**config.mk**
```make
export PLATFORM = sky130hd
export DESIGN_NAME = sus_cmp
export DESIGN_NICKNAME = d
export VERILOG_FILES = /design/src/design/sus_pkg.sv /design/src/design/sus_cmp.sv
export SDC_FILE = /design/constraint.sdc
export NUM_CORES = 1
export LEC_CHECK = 0
export BUFFER_PORTS_ARGS = -buffer_cell sky130_fd_sc_hd__buf_2
export CORE_MARGIN = 2
export CORE_UTILIZATION = 35
export DETAILED_ROUTE_END_ITERATION = 10
export PLACE_DENSITY = 0.77
export SLEW_MARGIN = 25
export SYNTH_ARGS = -nofsm -noshare
export SYNTH_HDL_FRONTEND = slang
export SYNTH_SLANG_ARGS = --single-unit
```
**constraint.sdc**
```tcl
create_clock -name vclk -period 3.3
set_input_delay 0.33 -clock vclk [all_inputs]
set_output_delay 0.33 -clock vclk [all_outputs]
set_load 0.03 [all_outputs]
```
**src/design/sus_pkg.sv**
```systemverilog
// Shared types and constants for the sorted unique set store.
// No dependencies; every design module imports this package.
package sus_pkg;

  localparam int DEPTH       = 9;
  localparam int VALUE_WIDTH = 32;
  localparam int IN_VALUE_W  = 32;
  localparam int COUNT_W     = 4;
  localparam int IDX_W       = (DEPTH > 1) ? $clog2(DEPTH) : 1;
  localparam int CNT_W       = $clog2(DEPTH + 1);

  typedef enum logic [1:0] {
    CMD_INSERT = 2'd0,
    CMD_REMOVE = 2'd1,
    CMD_LOOKUP = 2'd2,
    CMD_NOP    = 2'd3
  } cmd_t;

  typedef enum logic [1:0] {
    ST_IDLE,
    ST_SCAN,
    ST_SHIFT,
    ST_REPLY
  } seq_state_t;

  typedef logic signed [VALUE_WIDTH-1:0] entry_t;

  typedef struct packed {
    cmd_t                          cmd;
    logic signed [IN_VALUE_W-1:0]  value;
  } req_t;

  typedef struct packed {
    logic               ok;
    logic [COUNT_W-1:0] count;
  } rsp_t;

  typedef struct packed {
    logic             we;
    logic [IDX_W-1:0] waddr;
    entry_t           wdata;
    logic [IDX_W-1:0] raddr;
  } store_ctl_t;

  typedef struct packed {
    logic eq;
    logic lt;
  } cmp_res_t;

endpackage

```
**src/design/sus_cmp.sv**
```systemverilog
// Shared compare unit: equality and signed less-than of a stored entry
// against the operand. Depends on sus_pkg.
module sus_cmp (
  input  sus_pkg::entry_t   entry,
  input  sus_pkg::entry_t   operand,
  output sus_pkg::cmp_res_t res
);
  import sus_pkg::*;

  assign res.eq = (entry == operand);
  assign res.lt = (entry < operand);

endmodule

```
Word-level counts from Yosys, hierarchy flattened
Index checks and enable logic that the tools add are counted.
Widths: inputs -> output; s select.
Cells by class
  $lt $le $gt $ge: 1
  equality and inequality tests: 1
Operator list (count)
  $eq 32x32->1: 1
  $lt 32x32->1: 1
Word-level totals
  flip-flop bits (word level): 0
  word-level logic and storage cells: 2

Logic depth before layout (Yosys ltp)
  word-level depth: 1
  gate-level depth with buffers: 7
  gate-level depth less buffers: 7

Worst setup path after synthesis
OpenSTA, ideal clock, no wires.
  path type: input-to-output
  from: in operand[14]
  to: out res[0] in the netlist's numbering
  arrival: 1.743 ns
  data required time: 2.970 ns
  slack: 1.227 ns
  stages: 7
  path buffers: 0
  path through: inv_1 ha_1 a21oi_2 nand2_1 a221o_1 o31a_1 o22ai_2
RTL lines
  start: declaration: line sus_cmp.sv:5  | input sus_pkg::entry_t operand,
  end: declaration: line sus_cmp.sv:6  | output sus_pkg::cmp_res_t res

==> results by stage <==
Synthesis:
- The share of the Yosys chip area taken by registers is 0.
- Averaged over all synthesized cells, the footprint is 7.26 um^2.
- After synthesis, the cell types taking the most area are sky130_fd_sc_hd__ha_1 (49%), sky130_fd_sc_hd__inv_1 (15%), sky130_fd_sc_hd__a21oi_1 (6.7%).
- Counting instances in the post-synthesis netlist gives the leading cell types as sky130_fd_sc_hd__ha_1 (32), sky130_fd_sc_hd__inv_1 (32), sky130_fd_sc_hd__a21oi_1 (11), sky130_fd_sc_hd__nand2_1 (7), sky130_fd_sc_hd__nand4_1 (6).
- Counting distinct cell types in the post-synthesis netlist gives 24.
- Synthesis handed over a netlist of 113 instances.
- Of all cell types, the one taking the most synthesized area is sky130_fd_sc_hd__ha_1.
- Counting every net in the synthesized netlist gives between 200 and 250.
- The area of the mapped netlist is 821 um^2.
- The top-area cell type share of the netlist area is 0.488.
- The synthesis warning total is 0.

Detailed routing:
- The number of design rule violations left after detail routing is 0.
- The routed wirelength normalized by instance count is between 9 and 10 um.
- The number of nets still failing antenna checks after routing is 0.
- The detailed-routing iteration count for the pre-antenna-repair pass is 2.
- The final layout contains routed wiring with a total length of roughly 2000 um.
- The vias per cell is 4.84.
- Detailed routing inserted a total of 1002 vias.
- The DRC violation total after the first TritonRoute iteration is 1.

Job:
- Max-cap violations in this run came to 0.

Worst setup path:
- The arrival time of data at the critical path endpoint is 1.93 ns.
- Among the stages of the critical path, the cell type that occurs most often is sky130_fd_sc_hd__buf_2.
- For the worst setup path, the data required time is roughly 3.0 ns.
- The worst setup path is of the in2out kind.
- In this run the worst path has a maximum fanout of 3.
- The largest stage delay on the critical path is 0.40 ns.
- The signal on the critical path passes through buf_2 > ha_1 > a21oi_1 > o21ai_1 > a221oi_1 > o2111ai_1 > o22ai_2 > buf_2.
- The element type at the critical path start is an input pin.
- The endpoint type of the worst setup path is a primary output.
- The slowest stage of the critical path is the sky130_fd_sc_hd__a221oi_1 cell.

STA:
- The slew at the pin closest to its max-slew limit is 0.391 ns.
- The period utilization is 0.684.
- The final setup violation count is 0.
- The worst relative slew slack is 0.737.
- The final sum of negative setup slack is 0 ns.
- The number of hold violations in the final report was 0.
- The highest clock rate is 443 MHz.
- The worst hold margin is 1.19 ns.
- Setup repair after global routing left no endpoint under its margin.
- The final-report max-slew violation count is 0.
- The time the worst path needs with I/O delays and setup is ~2.3 ns.

Floorplanning:
- The chip height is 52.4 um.
- The initial standard-cell utilization of the core is 0.371.
- In this run the core area contains 17 standard-cell rows.
- The floorplan step set the die width to 52.4 um.
- The die covers between 2000 and 3000 um^2.
- The core region is around 2200 um^2.
- In this run the count of I/O pins placed on the die edge is 66.

Placed design:
- Routability-driven placement finished with a final weighted congestion of roughly 0.67.
- Once detailed placement completed, the half-perimeter wirelength came to 1990 um.
- The count of input and output buffers is 66.

GRT:
- Entering global routing, the biggest net connects 5 pins.
- In the global route stage, overall resource usage came out at 0.150.
- The number of antenna violations at the first check in global routing is 0.
- The number of global-route vias before repair was 971.
- The first global-routing pass estimated about 3300 um of wire.
- After global routing the overflow that remains totals 0.

Pwr:
- The worst IR drop on VDD is 0.0542 mV.
- The leakage power is roughly 0.77 nW.
- The power density relative to cell area is 109 nW/um^2.

CTS:
- Once the clock tree was built, the setup fixing pass inserted 0 buffers.
- The post-CTS resize count is 0.
- The cts-stage hold buffer count is 0.

Final layout:
- The total area of multi-input combinational cells is 701 um^2.
- The area growth from synthesis to layout is 44.5%.
- The number of flip-flops and latches is 0.
- The number of filler instances in the final layout is 225.
- The sequential cells in the finished layout cover a total of 0 um^2.
- The number of antenna diodes in the final layout is 0.
- The number of clock buffers in the layout is 0.
- The final net count is 277.
- In the final layout, the share of cells above drive strength 1 is 0.397.

Min path:
- The number of instances on the worst hold path is 4.
- The min-delay analysis places its worst path in the category in2out.
- The hold path endpoint is res[0].
- The hold path startpoint is entry[31].

Status:
- The run finished with clean final reports.
worst max path at each step:
stage | from | end | cells after the start
finish | entry[23] | res[0] | 8
global route | entry[21] | res[0] | 8
CTS | entry[23] | res[0] | 8
detailed placement | entry[21] | res[0] | 8
global placement | entry[23] | res[0] | 8
floorplan | operand[14] | res[0] | 7
critical path: cells and delay by family:
kind            cells  cell delay, ns
compound gates      5            0.95
fa+ha+maj           1            0.32
buf+inv             2            0.31
stage by stage:
stage | worst slack, ns | cells | instance area (um^2) | utilization | power, mW
2_1_floorplan | 1.23 | 113 | 821 | - | 0.0744
4_1_cts | 1.02 | 207 | 1190 | 0.536 | 0.132
3_5_place_dp | 1.02 | 207 | 1190 | 0.536 | 0.131
6_report | 1.04 | 207 | 1190 | 0.536 | 0.129
3_3_place_gp | 1.05 | 207 | 1190 | 0.536 | 0.123
5_1_grt | 0.878 | 207 | 1190 | 0.536 | 0.150
kinds of logic (layout without fill, tap and decap cells):
| logic type | after synthesis | after routing | share of synthesized area |
|---|---|---|---|
| AO/OA/AOI/OAI | 25 | 25 | 0.206 |
| adder cells (fa/ha/maj) | 32 | 32 | 0.488 |
| buffers and inverters | 32 | 98 | 0.146 |
| AND/OR/NAND/NOR | 24 | 24 | 0.160 |
cell type report:
cell class	count	share of cell area
timing repair buffer	66	0.278
inverter	32	0.101
multi-input combinational	81	0.591
tap	28	0.0295
routing by layer:
layer / vias to the layer above / global-route usage / part of all wire
met3: 0 / 0.00571 / 0.069
li1: 530 / - / -
met1: 438 / 0.141 / 0.36
met4: 0 / 0.00855 / 0
met2: 34 / 0.348 / 0.57
met5: - / 0 / 0
where the power goes:
group | internal, mW | switching, mW
Clock | 0 | 0
Combinational | 0.0672 | 0.0617
Sequential | 0 | 0
Total | 0.0672 | 0.0617
cells in the final DEF (no fill, tap or decap), drive strengths merged:
master and n:
o31a 1, ha 32, nor3 1, inv 32, a21o 2, o21ai 3, nor2 4, nand4 7
a21boi 1, a221oi 1, nand2 7, o22ai 1, nand3 2, nor2b 1, buf 66, nor4 2
a21oi 12, a221o 1, o211ai 1, o2111ai 1, a211oi 1
Power figures use the tool's default switching activity.
