<file path="src/design/sus_pkg.sv">
// Shared types and constants for the sorted unique set store.
// No dependencies; every design module imports this package.
package sus_pkg;

  localparam int DEPTH       = 9;
  localparam int VALUE_WIDTH = 32;
  localparam int IN_VALUE_W  = 32;
  localparam int COUNT_W     = 4;
  localparam int IDX_W       = (DEPTH > 1) ? $clog2(DEPTH) : 1;
  localparam int CNT_W       = $clog2(DEPTH + 1);

  typedef enum logic [1:0] {
    CMD_INSERT = 2'd0,
    CMD_REMOVE = 2'd1,
    CMD_LOOKUP = 2'd2,
    CMD_NOP    = 2'd3
  } cmd_t;

  typedef enum logic [1:0] {
    ST_IDLE,
    ST_SCAN,
    ST_SHIFT,
    ST_REPLY
  } seq_state_t;

  typedef logic signed [VALUE_WIDTH-1:0] entry_t;

  typedef struct packed {
    cmd_t                          cmd;
    logic signed [IN_VALUE_W-1:0]  value;
  } req_t;

  typedef struct packed {
    logic               ok;
    logic [COUNT_W-1:0] count;
  } rsp_t;

  typedef struct packed {
    logic             we;
    logic [IDX_W-1:0] waddr;
    entry_t           wdata;
    logic [IDX_W-1:0] raddr;
  } store_ctl_t;

  typedef struct packed {
    logic eq;
    logic lt;
  } cmp_res_t;

endpackage

</file>
<file path="src/design/sus_seq.sv">
// Command sequencer: scans the entries through the shared compare unit,
// then for an insert or remove shifts them by one slot, one per cycle. Depends on sus_pkg.
module sus_seq (
  input  logic                clk,
  input  logic                rst,
  input  logic                req_valid,
  output logic                req_ready,
  input  sus_pkg::req_t       req,
  output logic                rsp_valid,
  input  logic                rsp_ready,
  output sus_pkg::rsp_t       rsp,
  output sus_pkg::store_ctl_t ctl,
  input  sus_pkg::entry_t     rdata,
  output sus_pkg::entry_t     operand,
  input  sus_pkg::cmp_res_t   cmp
);
  import sus_pkg::*;

  seq_state_t       state, state_next;
  cmd_t             op, op_next;
  entry_t           operand_next;
  entry_t           carry, carry_next;
  logic [CNT_W-1:0] idx, idx_next;
  logic [CNT_W-1:0] occupied, occupied_next;
  logic             ok, ok_next;
  logic             rsp_valid_next;
  rsp_t             rsp_next;
  logic             at_end;
  logic             full;
  logic             top_slot;

  assign at_end   = (idx == occupied);
  assign full     = (occupied == CNT_W'(DEPTH));
  assign top_slot = (idx == CNT_W'(DEPTH - 1));

  always_ff @(posedge clk) begin
    if (rst) begin
      state     <= ST_IDLE;
      occupied  <= '0;
      rsp_valid <= 1'b0;
    end else begin
      state     <= state_next;
      occupied  <= occupied_next;
      rsp_valid <= rsp_valid_next;
    end
  end

  always_ff @(posedge clk) begin
    op      <= op_next;
    operand <= operand_next;
    carry   <= carry_next;
    idx     <= idx_next;
    ok      <= ok_next;
    rsp     <= rsp_next;
  end

  always_comb begin
    state_next     = state;
    op_next        = op;
    operand_next   = operand;
    carry_next     = carry;
    idx_next       = idx;
    occupied_next  = occupied;
    ok_next        = ok;
    rsp_next       = rsp;
    rsp_valid_next = rsp_valid && !rsp_ready;
    req_ready      = 1'b0;
    ctl.we         = 1'b0;
    ctl.waddr      = idx[IDX_W-1:0];
    ctl.wdata      = carry;
    ctl.raddr      = idx[IDX_W-1:0];

    unique case (state)
      ST_IDLE: begin
        req_ready = 1'b1;
        if (req_valid) begin
          op_next      = req.cmd;
          operand_next = VALUE_WIDTH'(req.value);
          idx_next     = '0;
          ok_next      = 1'b0;
          state_next   = (req.cmd == CMD_NOP) ? ST_REPLY : ST_SCAN;
        end
      end

      ST_SCAN: begin
        // The scan stops at the first entry not below the operand, which is
        // both the match position and the insertion point.
        if (at_end || cmp.eq || !cmp.lt) begin
          unique case (op)
            CMD_INSERT: begin
              if (operand != '0 && !full && !(!at_end && cmp.eq)) begin
                carry_next = operand;
                state_next = ST_SHIFT;
              end else begin
                state_next = ST_REPLY;
              end
            end
            CMD_REMOVE: begin
              state_next = (!at_end && cmp.eq) ? ST_SHIFT : ST_REPLY;
            end
            CMD_LOOKUP: begin
              ok_next    = !at_end && cmp.eq;
              state_next = ST_REPLY;
            end
            default: begin
              state_next = ST_REPLY;
            end
          endcase
        end else begin
          idx_next = idx + 1'b1;
        end
      end

      ST_SHIFT: begin
        ctl.we = 1'b1;
        if (op == CMD_INSERT) begin
          // Ripple the carried value up: each slot takes the one below it.
          carry_next = rdata;
          if (at_end) begin
            occupied_next = occupied + 1'b1;
            ok_next       = 1'b1;
            state_next    = ST_REPLY;
          end else begin
            idx_next = idx + 1'b1;
          end
        end else begin
          if (top_slot) begin
            ctl.wdata     = '0;
            occupied_next = occupied - 1'b1;
            ok_next       = 1'b1;
            state_next    = ST_REPLY;
          end else begin
            ctl.raddr = IDX_W'(idx + 1'b1);
            ctl.wdata = rdata;
            idx_next  = idx + 1'b1;
          end
        end
      end

      ST_REPLY: begin
        if (!rsp_valid || rsp_ready) begin
          rsp_next.ok    = ok;
          rsp_next.count = COUNT_W'(occupied);
          rsp_valid_next = 1'b1;
          state_next     = ST_IDLE;
        end
      end

      default: begin
        state_next = ST_IDLE;
      end
    endcase
  end

endmodule

</file>
<file path="config.mk">
export PLATFORM = sky130hd
export DESIGN_NAME = sus_seq
export DESIGN_NICKNAME = d
export VERILOG_FILES = /design/src/design/sus_pkg.sv /design/src/design/sus_seq.sv
export SDC_FILE = /design/constraint.sdc
export NUM_CORES = 1
export LEC_CHECK = 0
export CORE_ASPECT_RATIO = 0.75
export CORE_MARGIN = 5
export CORE_UTILIZATION = 50
export CTS_CLUSTER_DIAMETER = 200
export DETAILED_ROUTE_END_ITERATION = 8
export DONT_BUFFER_PORTS = 1
export SLEW_MARGIN = 25
export SYNTH_ARGS = -nofsm -noshare
export SYNTH_HDL_FRONTEND = slang
export SYNTH_SLANG_ARGS = --single-unit
export TNS_END_PERCENT = 50
</file>
<file path="constraint.sdc">
create_clock -name clk -period 4.1 [get_ports clk]
set_input_delay 0 -clock clk [delete_from_list [all_inputs] [get_ports clk]]
set_output_delay 0 -clock clk [all_outputs]
set_load 0.005 [all_outputs]
</file>
After elaboration in Yosys (flattened, before gate mapping). Index checks and enable logic that the tools add are counted.

Word-level logic and storage cells: 99. Bits in registers: 83. Output and inout port bits: 80.

Muxes and demuxes: 39. Add/sub/neg operators: 3. Eq/ne operators: 21. Reduce and logical (&&, ||, !) cells: 26.

Operators by type and width (number): 2-to-1 mux 32 bit (5); 2-to-1 mux 36 bit (2); case mux 32 bit (2 select lines) (1); 2-to-1 mux 4 bit (8); nonzero test 32 bit (1); inequality test 2 bit, second input constant (8); 2-to-1 mux 2 bit (7); 2-to-1 mux 1 bit (12); case mux 4 bit (3 select lines) (1); AND reduction 5 bit (2); inequality test 3 bit, second input constant (3); adder 4 x 1 -> 4 bit, second input constant (2); == test 2 bit, second input constant (4); == test 4 bit, second input constant (2); case mux 2 bit (4 select lines) (1); zero test 1 bit (6); AND reduction 6 bit (1); == test 2 x 1 -> 1 bit, second input constant (2); == test 4 bit (1); logical AND 1 bit (4); zero test 2 bit (2); case mux 2 bit (2 select lines) (1); AND reduction 2 bit (2); AND reduction 4 bit (1); other kinds (7) (10).

Longest topological paths before layout.
Depth after elaboration: 9. Depth in mapped cells: 9. Mapped depth without buffers: 8.

Worst setup path before layout. No wires, ideal clock.

Path kind: register to register. Start point: register idx[0]. End point: register carry[0] (enable). Stages on the path, launching flop included: 6. Period minus slack after synthesis: 2476 ps. Library setup time: 392 ps. Setup slack: 1624 ps. Data required time: 3708 ps. Data arrival time: 2084 ps. Cell sequence: edfxtp_1 xor2_1 nor4_1 o22ai_1 o22ai_1 and2_1.

Longest elaborated chain between the ends: 7. Elaborated cells on any way between the ends: 10. Classes of those cells: 3 x eq/ne; 7 x reduce/logical.

Ends and longest elaborated chain: start: declaration (line sus_seq.sv:23) `logic [CNT_W-1:0] idx, idx_next;`; start signal: assignment (line sus_seq.sv:52) `idx <= idx_next;`; == test 4 bit (*) (line sus_seq.sv:32) `assign at_end = (idx == occupied);`; zero test 1 bit (line sus_seq.sv:91) `if (operand != '0 && !full && !(!at_end && cmp.eq)) begin`; logical AND 1 bit (line sus_seq.sv:91); zero test 1 bit (line sus_seq.sv:91); logical AND 1 bit (line sus_seq.sv:91); inequality test 2 bit (no source line); AND reduction 5 bit (no source line) (*); end signal: assignment (line sus_seq.sv:51) `carry <= carry_next;`; end: declaration (line sus_seq.sv:22) `entry_t carry, carry_next;`.

Every way passes the cells marked *; elsewhere a longest branch is shown, timed or not. A chain may end at the register's enable or synchronous reset.

Worst setup path in the final report.
Start point: register state[0]. End point: register state[1].

Longest elaborated chain between the ends: 3. Elaborated cells on any way between the ends: 11. Classes of those cells: 8 x eq/ne; 1 x mux; 2 x reduce/logical.

Ends and longest elaborated chain: start: declaration (line sus_seq.sv:19) `seq_state_t state, state_next;`; start signal: assignment (line sus_seq.sv:42) `state <= state_next;`; == test 2 bit, or another cell as far along (line sus_seq.sv:73) `unique case (state)`; inequality test 3 bit (no source line) / inequality test 2 bit (equally long branches); AND reduction 5 bit (no source line).

Several ways; a longest one is shown, not always the timed one.

==> impl_metrics.tcl <==
set metrics [dict create \
    fmax_mhz 344 \
    area_delta_synth_final_pct 24.1 \
    syn_nets 361 \
    seqPwrFrac_pct 46.7 \
    syn-mean-instance-area_um2 14.1 \
    grt_pass1_wl_um 16300 \
    ys_async_sr_fraction_pct 0 \
    tns_ps 0 \
    setup_viol 0 \
    clock_sinks 83 \
    hold_viol_final 0 \
    p_comb_share_pct 36.0 \
    yosysSeqAreaShare_pct 61.8 \
    status "finished clean" \
    final_nets 429 \
    diodes 0 \
    fill_cells 627 \
    clkTransAtPathRegs_ps 80 \
    met2_usage_pct 34.2 \
    die_y_um 86.7 \
    cts_setup_buffers 0 \
    busiest_layer "met2" \
    synthCells 279 \
    p_leak_nw 1.69 \
    crit_family "buffers and inverters" \
    use_met3_pct 10.5 \
    core.rowCount 28 \
    vdd_drop_max_mv 0.447 \
    p_total_mw 2.81 \
    slew_viol_final 0 \
    io_pins 152 \
    p_int_mw 1.79 \
    min_period_ps 2900 \
    place_ws_ps 1450 \
    endpoint_kind "flip-flop" \
    maxCapViolations 0 \
    setup.worst_path.start_class "flip-flop" \
    die_area_um2 9730 \
    grt_util_all_layers_pct 21.9 \
    cts-buffers-inserted 9 \
    route.detailed.drc 0 \
    cts_resized 0 \
    arrival_ps 3210 \
    worstSetupPathType "flip-flop to flip-flop" \
    cts_max_path_buffers 2 \
    clk_latency_ps 360 \
    finClkSkew_ps 9.96 \
    cpPeakStageDelay_ps 560 \
    route.vias.total 2711 \
    yosysUniqueCellTypes 46 \
    stdcell_count 456 \
    ys.flop_type "edfxtp_1" \
    start_util_pct 50.4 \
    p_switching_mw 1.02 \
    path_buf_inv 3 \
    powerDensity_nw_per_um2 578 \
    relSlewSlack_pct 38.9 \
    hpwl_um 6980 \
    clockPowerShare_pct 17.4 \
    wl_um 10400 \
    cts_tree "yes" \
    die_w_um 112 \
    clockRootBuffer "clkbuf_8" \
    avgRoutedWirePerCell_um 22.8 \
    slowest_stage "ha_2" \
    grt_util_met1_pct 27.2 \
    drtIter0Drc 221 \
    tightest_slew_ps 909 \
    finalWeightedCongestion 0.762 \
    path_max_fanout 23 \
    grt_max_degree 37 \
    grt_setup_unrepaired "false" \
    place.port_buffers 0 \
    whs_ps 87.5 \
    grt.overflow.total 0 \
    h-tree-depth 3 \
    via_per_inst 5.95 \
    grt_pass1_vias 2826 \
    setup_slack_ps 1200 \
    final_cell_mix "edfxtp_1, dlygate4sd3_1, mux2_1, a22o_1" \
    fp.coreArea_um2 7780 \
    netlist_area_um2 3920 \
    hp-class "input pin to flip-flop" \
    dpl.cell_count 371 \
    synth_warnings 0 \
    antenna_left 0 \
    final_layout_size_suffix_gt1_share_pct 6.27 \
    p_sw_share_pct 36.2 \
    drt_pre_antenna_iters 4 \
    path_cells "inv_1 > ha_2 > buf_4 > o21a_1 > and2_1 > a211o_1 > a311oi_1 > a211oi_1 > dlygate4sd3_1" \
    layout_commonest_cell "edfxtp_1" \
    antenna_found_initial 0 \
    cp.required_ps 4410 \
    min_period_over_period_pct 70.8 \
    synth_edf_count 76 \
    ys_ff_latch 83 \
]
==> path summary, 6_finish.rpt <==
kind | startpoint | end | slack [ps] | cells past startpoint
setup / recovery | state[0]$_SDFFE_PP0P_ | state[1]$_SDFFE_PP0P_ | 1200 | 9
hold / removal | cmp[1] | state[0]$_SDFFE_PP0P_ | 90 | 3
setup reg to reg | state[0]$_SDFFE_PP0P_ | state[1]$_SDFFE_PP0P_ | 1200 | 9
hold reg to reg | ok$_DFFE_PP_ | rsp[4]$_DFFE_PP_ | 460 | 0
==> timing repair <==
action / CTS / global route
setup endpoints to repair: 0 / 0
hold buffers: 70 / 0
hold endpoints to repair: 74 / 0
==> routing by layer <==
| layer | vias up | share of wire (%) |
|---|---|---|
| li1 | 1237 | - |
| met1 | 1331 | 42 |
| met2 | 128 | 45 |
| met3 | 15 | 11 |
| met4 | 0 | 1.5 |
| met5 | - | 0 |
==> metrics by stage <==
step / instance area (um^2) / util (%)
6_report: 4870 / 62.6
3_5_place_dp: 4020 / 51.6
2_1_floorplan: 3920 / -
3_3_place_gp: 4010 / 51.6
5_1_grt: 4870 / 62.6
4_1_cts: 4870 / 62.6
==> worst register-to-register path: cells and delay by family, from the launching register on <==
kind / cells / cell delay, ps
buffers and inverters: 3 / 1120
AO/OA/AOI/OAI: 4 / 660
adder cells (fa/ha/maj): 1 / 560
flip-flops: 1 / 350
AND/OR/NAND/NOR: 1 / 160
==> cells in the mapped netlist, types with 3 or more instances <==
master    instances  area (um^2)
inv_1             6         22.5
dfxtp_1           7          140
nor4_1           10         62.6
nor2b_1           4         25.0
nand3_1           4         20.0
nand2_1           7         26.3
o21ai_1           4         20.0
o21ai_0           3         15.0
a22o_1           33          289
ha_1              9          113
and2_1            5         31.3
o22ai_1           3         18.8
buf_1             6         22.5
nor2_1            7         26.3
edfxtp_1         76         2280
nand2b_1          3         18.8
a21oi_1          10         50.1
mux2_1           34          383
clkbuf_1          9         33.8
xor2_1            7         61.3
==> flip-flops by register name, summed over array words and instances, names as in the netlist <==
signal / flops
carry: 32
idx: 4
occupied: 4
ok: 1
op: 2
operand: 32
rsp: 5
rsp_valid: 1
state: 2
==> logic make-up after synthesis <==
group                      after synthesis  synth area share, %
AOI/OAI and AO/OA                       71                 13.7
xor gates and xnor gates                 9                 2.01
adders and majority gates               10                 3.38
buffers and inverters                   23                 2.39
DFF                                     83                 61.8
muxes                                   34                 9.76
and+or+nand+nor                         49                 6.95
==> layout make-up <==
type | instances | area, um^2 | share of cell area, %
repair buffers | 73 | 723 | 14.9
clock buffers | 11 | 131 | 2.70
multi-input cells | 173 | 1410 | 29.0
inverters | 7 | 26.3 | 0.540
flip-flops and latches | 83 | 2420 | 49.8
clock inverters | 4 | 18.8 | 0.386
well taps | 105 | 131 | 2.70
==> power groups by stage <==
stage	combinational, mW	clock, mW	sequential (mW)
5_1_grt	1.12	0.533	1.33
3_3_place_gp	0.939	0	1.33
3_5_place_dp	0.948	0	1.33
6_report	1.01	0.488	1.31
2_1_floorplan	0.755	0	1.27
4_1_cts	1.01	0.505	1.31
(Power assumes the default switching activity.)
