`config.mk`:
```
export PLATFORM = sky130hd
export DESIGN_NAME = sus_store
export DESIGN_NICKNAME = d
export VERILOG_FILES = /design/src/design/sus_pkg.sv /design/src/design/sus_store.sv
export SDC_FILE = /design/constraint.sdc
export NUM_CORES = 1
export LEC_CHECK = 0
export BUFFER_PORTS_ARGS = -buffer_cell sky130_fd_sc_hd__buf_4
export CAP_MARGIN = 20
export CORE_AREA = 2 2 158 160
export CTS_BUF_LIST = sky130_fd_sc_hd__clkbuf_8 sky130_fd_sc_hd__clkbuf_16
export DETAILED_ROUTE_END_ITERATION = 10
export DIE_AREA = 0 0 160 162
export GPL_ROUTABILITY_DRIVEN = 0
export HOLD_SLACK_MARGIN = 0.08
export PLACE_DENSITY = 0.83
export SYNTH_ARGS = -nofsm -noshare
export SYNTH_HDL_FRONTEND = slang
export SYNTH_SLANG_ARGS = --single-unit
```
`constraint.sdc`:
```
create_clock -name clk -period 2.5 [get_ports clk]
set_clock_uncertainty 0.15 [all_clocks]
set_input_delay 0.125 -clock clk [delete_from_list [all_inputs] [get_ports clk]]
set_output_delay 0.125 -clock clk [all_outputs]
set_load 0.02 [all_outputs]
```
`src/design/sus_pkg.sv`:
```
// Shared types and constants for the sorted unique set store.
// No dependencies; every design module imports this package.
package sus_pkg;

  localparam int DEPTH       = 9;
  localparam int VALUE_WIDTH = 32;
  localparam int IN_VALUE_W  = 32;
  localparam int COUNT_W     = 4;
  localparam int IDX_W       = (DEPTH > 1) ? $clog2(DEPTH) : 1;
  localparam int CNT_W       = $clog2(DEPTH + 1);

  typedef enum logic [1:0] {
    CMD_INSERT = 2'd0,
    CMD_REMOVE = 2'd1,
    CMD_LOOKUP = 2'd2,
    CMD_NOP    = 2'd3
  } cmd_t;

  typedef enum logic [1:0] {
    ST_IDLE,
    ST_SCAN,
    ST_SHIFT,
    ST_REPLY
  } seq_state_t;

  typedef logic signed [VALUE_WIDTH-1:0] entry_t;

  typedef struct packed {
    cmd_t                          cmd;
    logic signed [IN_VALUE_W-1:0]  value;
  } req_t;

  typedef struct packed {
    logic               ok;
    logic [COUNT_W-1:0] count;
  } rsp_t;

  typedef struct packed {
    logic             we;
    logic [IDX_W-1:0] waddr;
    entry_t           wdata;
    logic [IDX_W-1:0] raddr;
  } store_ctl_t;

  typedef struct packed {
    logic eq;
    logic lt;
  } cmp_res_t;

endpackage

```
`src/design/sus_store.sv`:
```
// Entry registers of the set, one write port and one read port.
// Reset empties every slot. Depends on sus_pkg.
module sus_store (
  input  logic                clk,
  input  logic                rst,
  input  sus_pkg::store_ctl_t ctl,
  output sus_pkg::entry_t     rdata
);
  import sus_pkg::*;

  entry_t slots [DEPTH];

  always_ff @(posedge clk) begin
    if (rst) begin
      for (int k = 0; k < DEPTH; k++) begin
        slots[k] <= '0;
      end
    end else if (ctl.we) begin
      slots[ctl.waddr] <= ctl.wdata;
    end
  end

  assign rdata = (int'(ctl.raddr) < DEPTH) ? slots[ctl.raddr] : '0;

endmodule

```
### After elaboration in Yosys (flattened, before gate mapping)

Memory sizes are Yosys's and may differ from the RTL's.
Index checks and enable logic that the tools add are counted.

* bits in latches: 0
* bits of input ports: 43
* register bits: 0
* bits in writable memories: 288
* memories kept: 1
* word-level logic and storage cells: 12
* ROM bits: 0
* output and inout bits: 32

Memories
* slots: words 9, bits a word 32, rd ports 1, clocked after Yosys merged registers in 0, wr ports 9, RTL line sus_store.sv:11 `entry_t slots [DEPTH];`

* bitwise operators: 0
* muxes and demuxes: 9
* div/mod/pow operators: 0
* reductions and logical operators: 1
* add/sub/neg operators: 0
* magnitude comparators: 1
* shifts and indexed selects: 0
* multipliers: 0
* equal/unequal tests: 0

Operator list (count)
* $mux 32: 2
* $reduce_or 32->1: 1
* $mux 1: 6
* $lt 4x4->1 const B: 1
* $mux 4: 1

### Depth between registers and ports, before layout

Gate-level depths: netlist (run 1).

* depth in word-level cells: 5
* depth in mapped cells: 6
* depth with buffers taken out: 3

### Worst setup path before layout (run 1)

Ideal clock, no wire load.

* path type: input port to flip-flop
* start point: input ctl[39] in the netlist's numbering
* end point: memory slots[0][0] in the netlist's numbering, enable pin
* path slack: 607 ps
* data required time: 1975 ps
* stages on the path: 3
* data arrival time: 1368 ps
* path through: or4b_4 nor3_4 or2_2

RTL lines
* from (decl): RTL line sus_store.sv:6 `input sus_pkg::store_ctl_t ctl,`
* to (decl): RTL line sus_store.sv:11

### Worst setup path after layout (run 1)

* start point: memory slots[1][31] in the netlist's numbering
* end point: output rdata[31]

* word-level cells in the longest chain between the ends: 2

RTL lines
* $mem_v2 9x32
* $mux 32: RTL line sus_store.sv:23 `assign rdata = (int'(ctl.raddr) < DEPTH) ? slots[ctl.raddr] : '0;`
* to (decl): RTL line sus_store.sv:7 `output sus_pkg::entry_t rdata`

Every way passes these cells.

==> results of run 1 <==
## kinds of logic after synthesis
group,synth area share (%)
buf+inv,2.227
simple gates,16.98
compound gates,4.321
flops,66.07
mux,10.40
## metal layers
layer	GRT usage (%)	up-vias	routed length (um)
met1	32.13	4050	12240
met5	0	-	0
met2	40.40	345	15150
met4	6.757	0	724
met3	4.111	47	2332
li1	-	3513	-
## through the flow
step	cells	util, %	instance area (um^2)	setup slack (ps)
floorplan	891	-	13090	607.4
global placement	1265	58.69	14150	449.2
detailed placement	1265	58.69	14150	442.7
CTS	1354	64.26	15490	324.1
global route	1354	64.26	15490	276.9
finish	1356	64.28	15500	360.0
## placed cells by master (no fill, tap or decap), types with 3 or more instances in the layout
cell type      netlist  routed
and2_1             288     288
edfxtp_1           288     288
buf_4                4     107
mux2i_1             64      64
nand2_1             63      63
dlygate4sd3_1        0      33
mux4_2              32      32
a221o_1             31      31
a22oi_1             31      31
clkbuf_16            0      31
clkinv_2             0      10
or2_2                9       9
nor2_2               3       7
buf_12               0       5
bufinv_16            0       4
clkinv_1             0       4
clkinvlp_4           0       3
## cell usage after synthesis (2+ instances only)
| library cell | n | area (um^2) |
|---|---|---|
| buf_1 | 2 | 7.510 |
| or2_2 | 9 | 56.30 |
| a221o_1 | 31 | 310.3 |
| nor2_1 | 5 | 18.77 |
| nand2b_1 | 2 | 12.51 |
| buf_4 | 4 | 30.03 |
| buf_2 | 14 | 70.07 |
| and2_1 | 288 | 1802 |
| a22oi_1 | 31 | 232.7 |
| clkbuf_2 | 9 | 45.04 |
| mux2i_1 | 64 | 640.6 |
| edfxtp_1 | 288 | 8648 |
| nand2_1 | 63 | 236.5 |
| mux4_2 | 32 | 720.7 |
| nor3_1 | 2 | 10.01 |
| clkbuf_1 | 33 | 123.9 |
| nand4bb_1 | 2 | 22.52 |
| nor2_2 | 3 | 18.77 |
## final cells by class
type	instances	share of cell area (%)
sequential	288	55.81
multi-input combinational	539	26.94
timing repair buffer	146	8.034
clock buffer	31	5.006
tap	324	2.616
clock inverter	25	1.534
antenna	2	0.03230
inverter	1	0.02422
## critical path, cell delays in order (launching register included)
cell      delay [ps]
edfxtp_1         340
mux2i_1           70
a221o_1          360
a22oi_1          320
buf_4            220
## what timing repair did
action | 4_1_cts | 5_1_grt
buffers inserted | 0 | 0
hold endpoints to repair | 313 | 0
gates resized for setup | 0 | 0
hold buffers | 33 | 0
## worst max path at each step
stage	startpoint	end	slack, ps	depth (start not counted)
5_1_grt	slots[7][30]	rdata[30]	280	4
6_report	slots[1][31]	rdata[31]	360	4
3_3_place_gp	ctl[0]	rdata[28]	450	6
4_1_cts	slots[7][30]	rdata[30]	320	4
3_5_place_dp	ctl[0]	rdata[2]	440	6
2_1_floorplan	ctl[39]	slots[0][0]	610	3
## power by group through the flow
stage / clock, uW / sequential [uW] / combinational (uW)
6_report: 4530 / 5660 / 948
5_1_grt: 4760 / 5680 / 1010
4_1_cts: 4570 / 5660 / 949
3_5_place_dp: 0 / 5760 / 902
3_3_place_gp: 0 / 5740 / 885
2_1_floorplan: 0 / 5730 / 519
==> results.tsv, run 1 <==
stage	metric	value	unit
status	status	finished clean	
route	totalWireLength	30440	um
route	ant_nets	0	
cts	cts_root_buf	clkbuf_16	
floorplanning	die_area	25920	um^2
grt	grt_use_total	23.82	%
placed_design	dp.final_hpwl	17120	um
yosys	synth_area	13090	um^2
pwr	p_comb_share	8.5	%
final_layout	largestRegisters	slots: 288 flops	
cts	cts_tree	built	
pwr	cellPowerDensity	718.7	nW/um^2
critical_path	cp-start-kind	flip-flop	
grt	grt_pass1_wl	47170	um
cts	clockBufferDepth	3	
floorplanning	chipHeight	162	um
pwr	p_int	8654	uW
run	maxCapViolations	0	
final_layout	syn_to_final_growth	18.39	%
final_layout	multi_input_area	4175	um^2
pwr	ir_drop	0.6164	mV
floorplanning	num_rows	57	
yosys	synth_ff_type	edfxtp_1	
sta	slew_viol_final	0	
grt	grt_max_degree	44	
grt	overflow	0	
pwr	swShare	22.30	%
final_layout	drive_above_1_share	21.17	%
cts	cts_max_level	1	
route	vias_per_cell	5.867	
final_layout	fillCellCount	1753	
final_layout	regMostFlops	slots	
yosys	async_reset_ff_share	0	%
min_path	holdPathStages	4	
final_layout	largest_reg_flops	288	
sta	setup_violations	0	
yosys	yosys_warnings	0	
cts	cts.sinks	288	
yosys	synthCells	891	
yosys	ys_seq_area_share	66.07	%
pwr	pwr-share-seq	50.8	%
sta	timing.hold.ws	224.5	ps
yosys	synth_edf_count	288	
min_path	hold_path.class	in -> reg	
floorplanning	num_io_pins	75	
floorplanning	start_util	54.30	%
pwr	p_clk_share	40.7	%
critical_path	cp.arrival	1870	ps
placed_design	port_buffers	74	
sta	rsz0062_at_grt	false	
final_layout	regArea	8648	um^2
yosys	ys_types	27	
route	drt_iter0_drc	720	
critical_path	crit_fanout	1	
floorplanning	core-area	24110	um^2
critical_path	cp-end-kind	output pin	
pwr	leakagePower	0.005776	uW
grt	grt_pass1_vias	8220	
sta	tightest_slew	599.5	ps
sta	setup_tns	0	ps
yosys	syn_nets	934	
pwr	power	11140	uW
final_layout	nets	1049	
sta	period_minus_slack	2140	ps
pwr	p_sw	2484	uW
route	wl_per_cell	22.45	um
sta	period_share	85.60	%
route	vias	7955	
yosys	avgSynthCellArea	14.69	um^2
yosys	ys_ff_latch	288	
sta	hold_viol_final	0	
min_path	worstHoldStart	ctl[37]	
route	drc	0	
sta	max_freq	467.3	MHz
min_path	hold_end	slots[0][8]	
cts	cts_made_buffers	30	
grt	antenna_found_initial	1	
route	drt-pass1-iter-count	5	
critical_path	path_class	reg -> out	
floorplanning	dieWidth	160	um
sta	slew-limit-headroom	60.03	%
cts	cts.reportedPaths.clkPinSlew	60	ps
critical_path	cp_data_required_time	2230	ps
Note: power is estimated with default switching activity, not from simulation.
==> inputs of run 2 (changes only) <==
--- a/config.mk
+++ b/config.mk
@@ -13,7 +13,7 @@
 export DIE_AREA = 0 0 160 162
 export GPL_ROUTABILITY_DRIVEN = 0
 export HOLD_SLACK_MARGIN = 0.08
-export PLACE_DENSITY = 0.83
+export PLACE_DENSITY = 0.77
 export SYNTH_ARGS = -nofsm -noshare
 export SYNTH_HDL_FRONTEND = slang
 export SYNTH_SLANG_ARGS = --single-unit
==> run 2 against run 1 <==
Compared with the run above: utilization rose by 0.52 points; worst hold slack improved by 10 ps; wire length rose by 2.0%; critical path type unchanged.
==> results.tsv, run 2 (same netlist as run 1, synthesis figures left out) <==
stage	metric	value	unit	change
cts	cts_made_buffers	30		unchanged
floorplanning	num_rows	57		unchanged
placed_design	placed_area	14270	um^2	+0.85%
route	vias	7994		+0.49%
critical_path	cp.arrival	1880	ps	about the same
critical_path	crit_buf_inv	1		unchanged
grt	antenna_found_initial	0		-1
sta	setup_tns	0	ps	unchanged
min_path	hold_path.class	in -> reg		
critical_path	critPathSlowestCell	mux4_2		
sta	max_freq	463.2	MHz	-0.87%
pwr	cellPowerDensity	717.9	nW/um^2	-0.11%
critical_path	slowest_delay	460	ps	+100 ps
placed_design	dp.final_hpwl	17900	um	+4.6%
sta	tightest_slew	611.4	ps	+11.88 ps
sta	slew_viol_final	0		unchanged
pwr	leakagePower	0.005818	uW	+0.73%
final_layout	syn_to_final_growth	19.35	%	
sta	timing.hold.ws	234.5	ps	+10.01 ps
route	wl_per_cell	22.93	um	+2.1%
final_layout	layout_common_cells	and2_1, edfxtp_1, buf_4		
pwr	power	11220	uW	+0.70%
cts	cts.reportedPaths.clkPinSlew	60	ps	about the same
sta	period_share	86.35	%	+0.75 points
floorplanning	num_io_pins	75		unchanged
route	totalWireLength	31050	um	+2.0%
critical_path	cp_data_required_time	2230	ps	about the same
sta	rsz0062_at_grt	false		
final_layout	largestRegisters	slots: 288 flops		
floorplanning	chipHeight	162	um	unchanged
floorplanning	core-area	24110	um^2	unchanged
placed_design	dpl.cell_count	1266		+0.079%
cts	cts_root_buf	clkbuf_16		
floorplanning	start_util	54.30	%	unchanged
cts	cts.sinks	288		unchanged
route	drt-pass1-iter-count	5		unchanged
critical_path	cp-end-kind	output pin		
floorplanning	die_area	25920	um^2	unchanged
sta	slew-limit-headroom	59.24	%	-0.79 points
run	maxCapViolations	0		unchanged
final_layout	largest_reg_flops	288		unchanged
critical_path	crit_family	multiplexers		
grt	grt_pass1_wl	47480	um	+0.66%
final_layout	layoutNonFillerInstCount	1354		-0.15%
grt	grt_use_total	24.29	%	+0.47 points
final_layout	insertedDiodeCount	0		-2
pwr	ir_drop	0.5079	mV	-18%
cts	cts_tree	built		
sta	hold_viol_final	0		unchanged
final_layout	drive_above_1_share	20.68	%	-0.49 points
route	drt_iter0_drc	756		+5.0%
critical_path	crit_chain	mux4_2 > o2bb2ai_1 > o21ai_0 > buf_4		
final_layout	fin_area	15620	um^2	+0.81%
grt	overflow	0		unchanged
grt	grt_pass1_vias	8398		+2.2%
cts	cts_max_level	1		unchanged
critical_path	path_class	reg -> out		
route	drc	0		unchanged
final_layout	nets	1050		+0.095%
floorplanning	dieWidth	160	um	unchanged
status	status	finished clean		
critical_path	crit_fanout	1		unchanged
sta	setup_violations	0		unchanged
final_layout	regMostFlops	slots		
route	vias_per_cell	5.904		+0.64%
critical_path	cp-start-kind	flip-flop		
placed_design	port_buffers	74		unchanged
grt	grt_max_degree	43		-2.3%
sta	period_minus_slack	2159	ps	+18.77 ps
cts	clockBufferDepth	3		unchanged
route	ant_nets	0		unchanged
==> run 2: path summary, 6_finish.rpt <==
kind	end	startpoint	depth (start not counted)
setup / recovery	rdata[30]	slots[6][30]	4
hold / removal	slots[0][31]	ctl[37]	4
==> run 2: routing by layer <==
layer	track usage, %	part of all wire [%]	up-vias
met5	0	0	-
met4	6.429	1.9	0
met3	3.294	8.4	51
met2	41.28	49	379
met1	33.52	40	4059
li1	-	-	3505
==> run 2: repair_timing <==
item	4_1_cts	5_1_grt
setup buffers	0	0
endpoints found under the hold margin	296	0
hold buffers	33	0
gates resized for setup	0	0
==> run 2: area by class of cell <==
class / count / area, um^2
Fill cell: 1777 / 8484
Timing Repair Buffer: 147 / 1365
Sequential cell: 288 / 8648
Clock inverter: 24 / 247.7
Multi-Input combinational cell: 539 / 4175
Inverter: 1 / 3.754
Tap cell: 324 / 405.4
Clock buffer: 31 / 775.7
==> run 2: power by group <==
part	switching (uW)	internal, uW
clock network	1820	2760
logic	547	425
registers	81.8	5580
total	2450	8760
==> run 2: metrics by stage <==
step                      utilization [%]  worst slack [ps]
after floorplan                         -             607.4
after global placement              59.19             379.6
after detailed placement            59.19             333.8
after CTS                           64.80             306.9
after global routing                64.80             294.1
final                               64.80             341.2
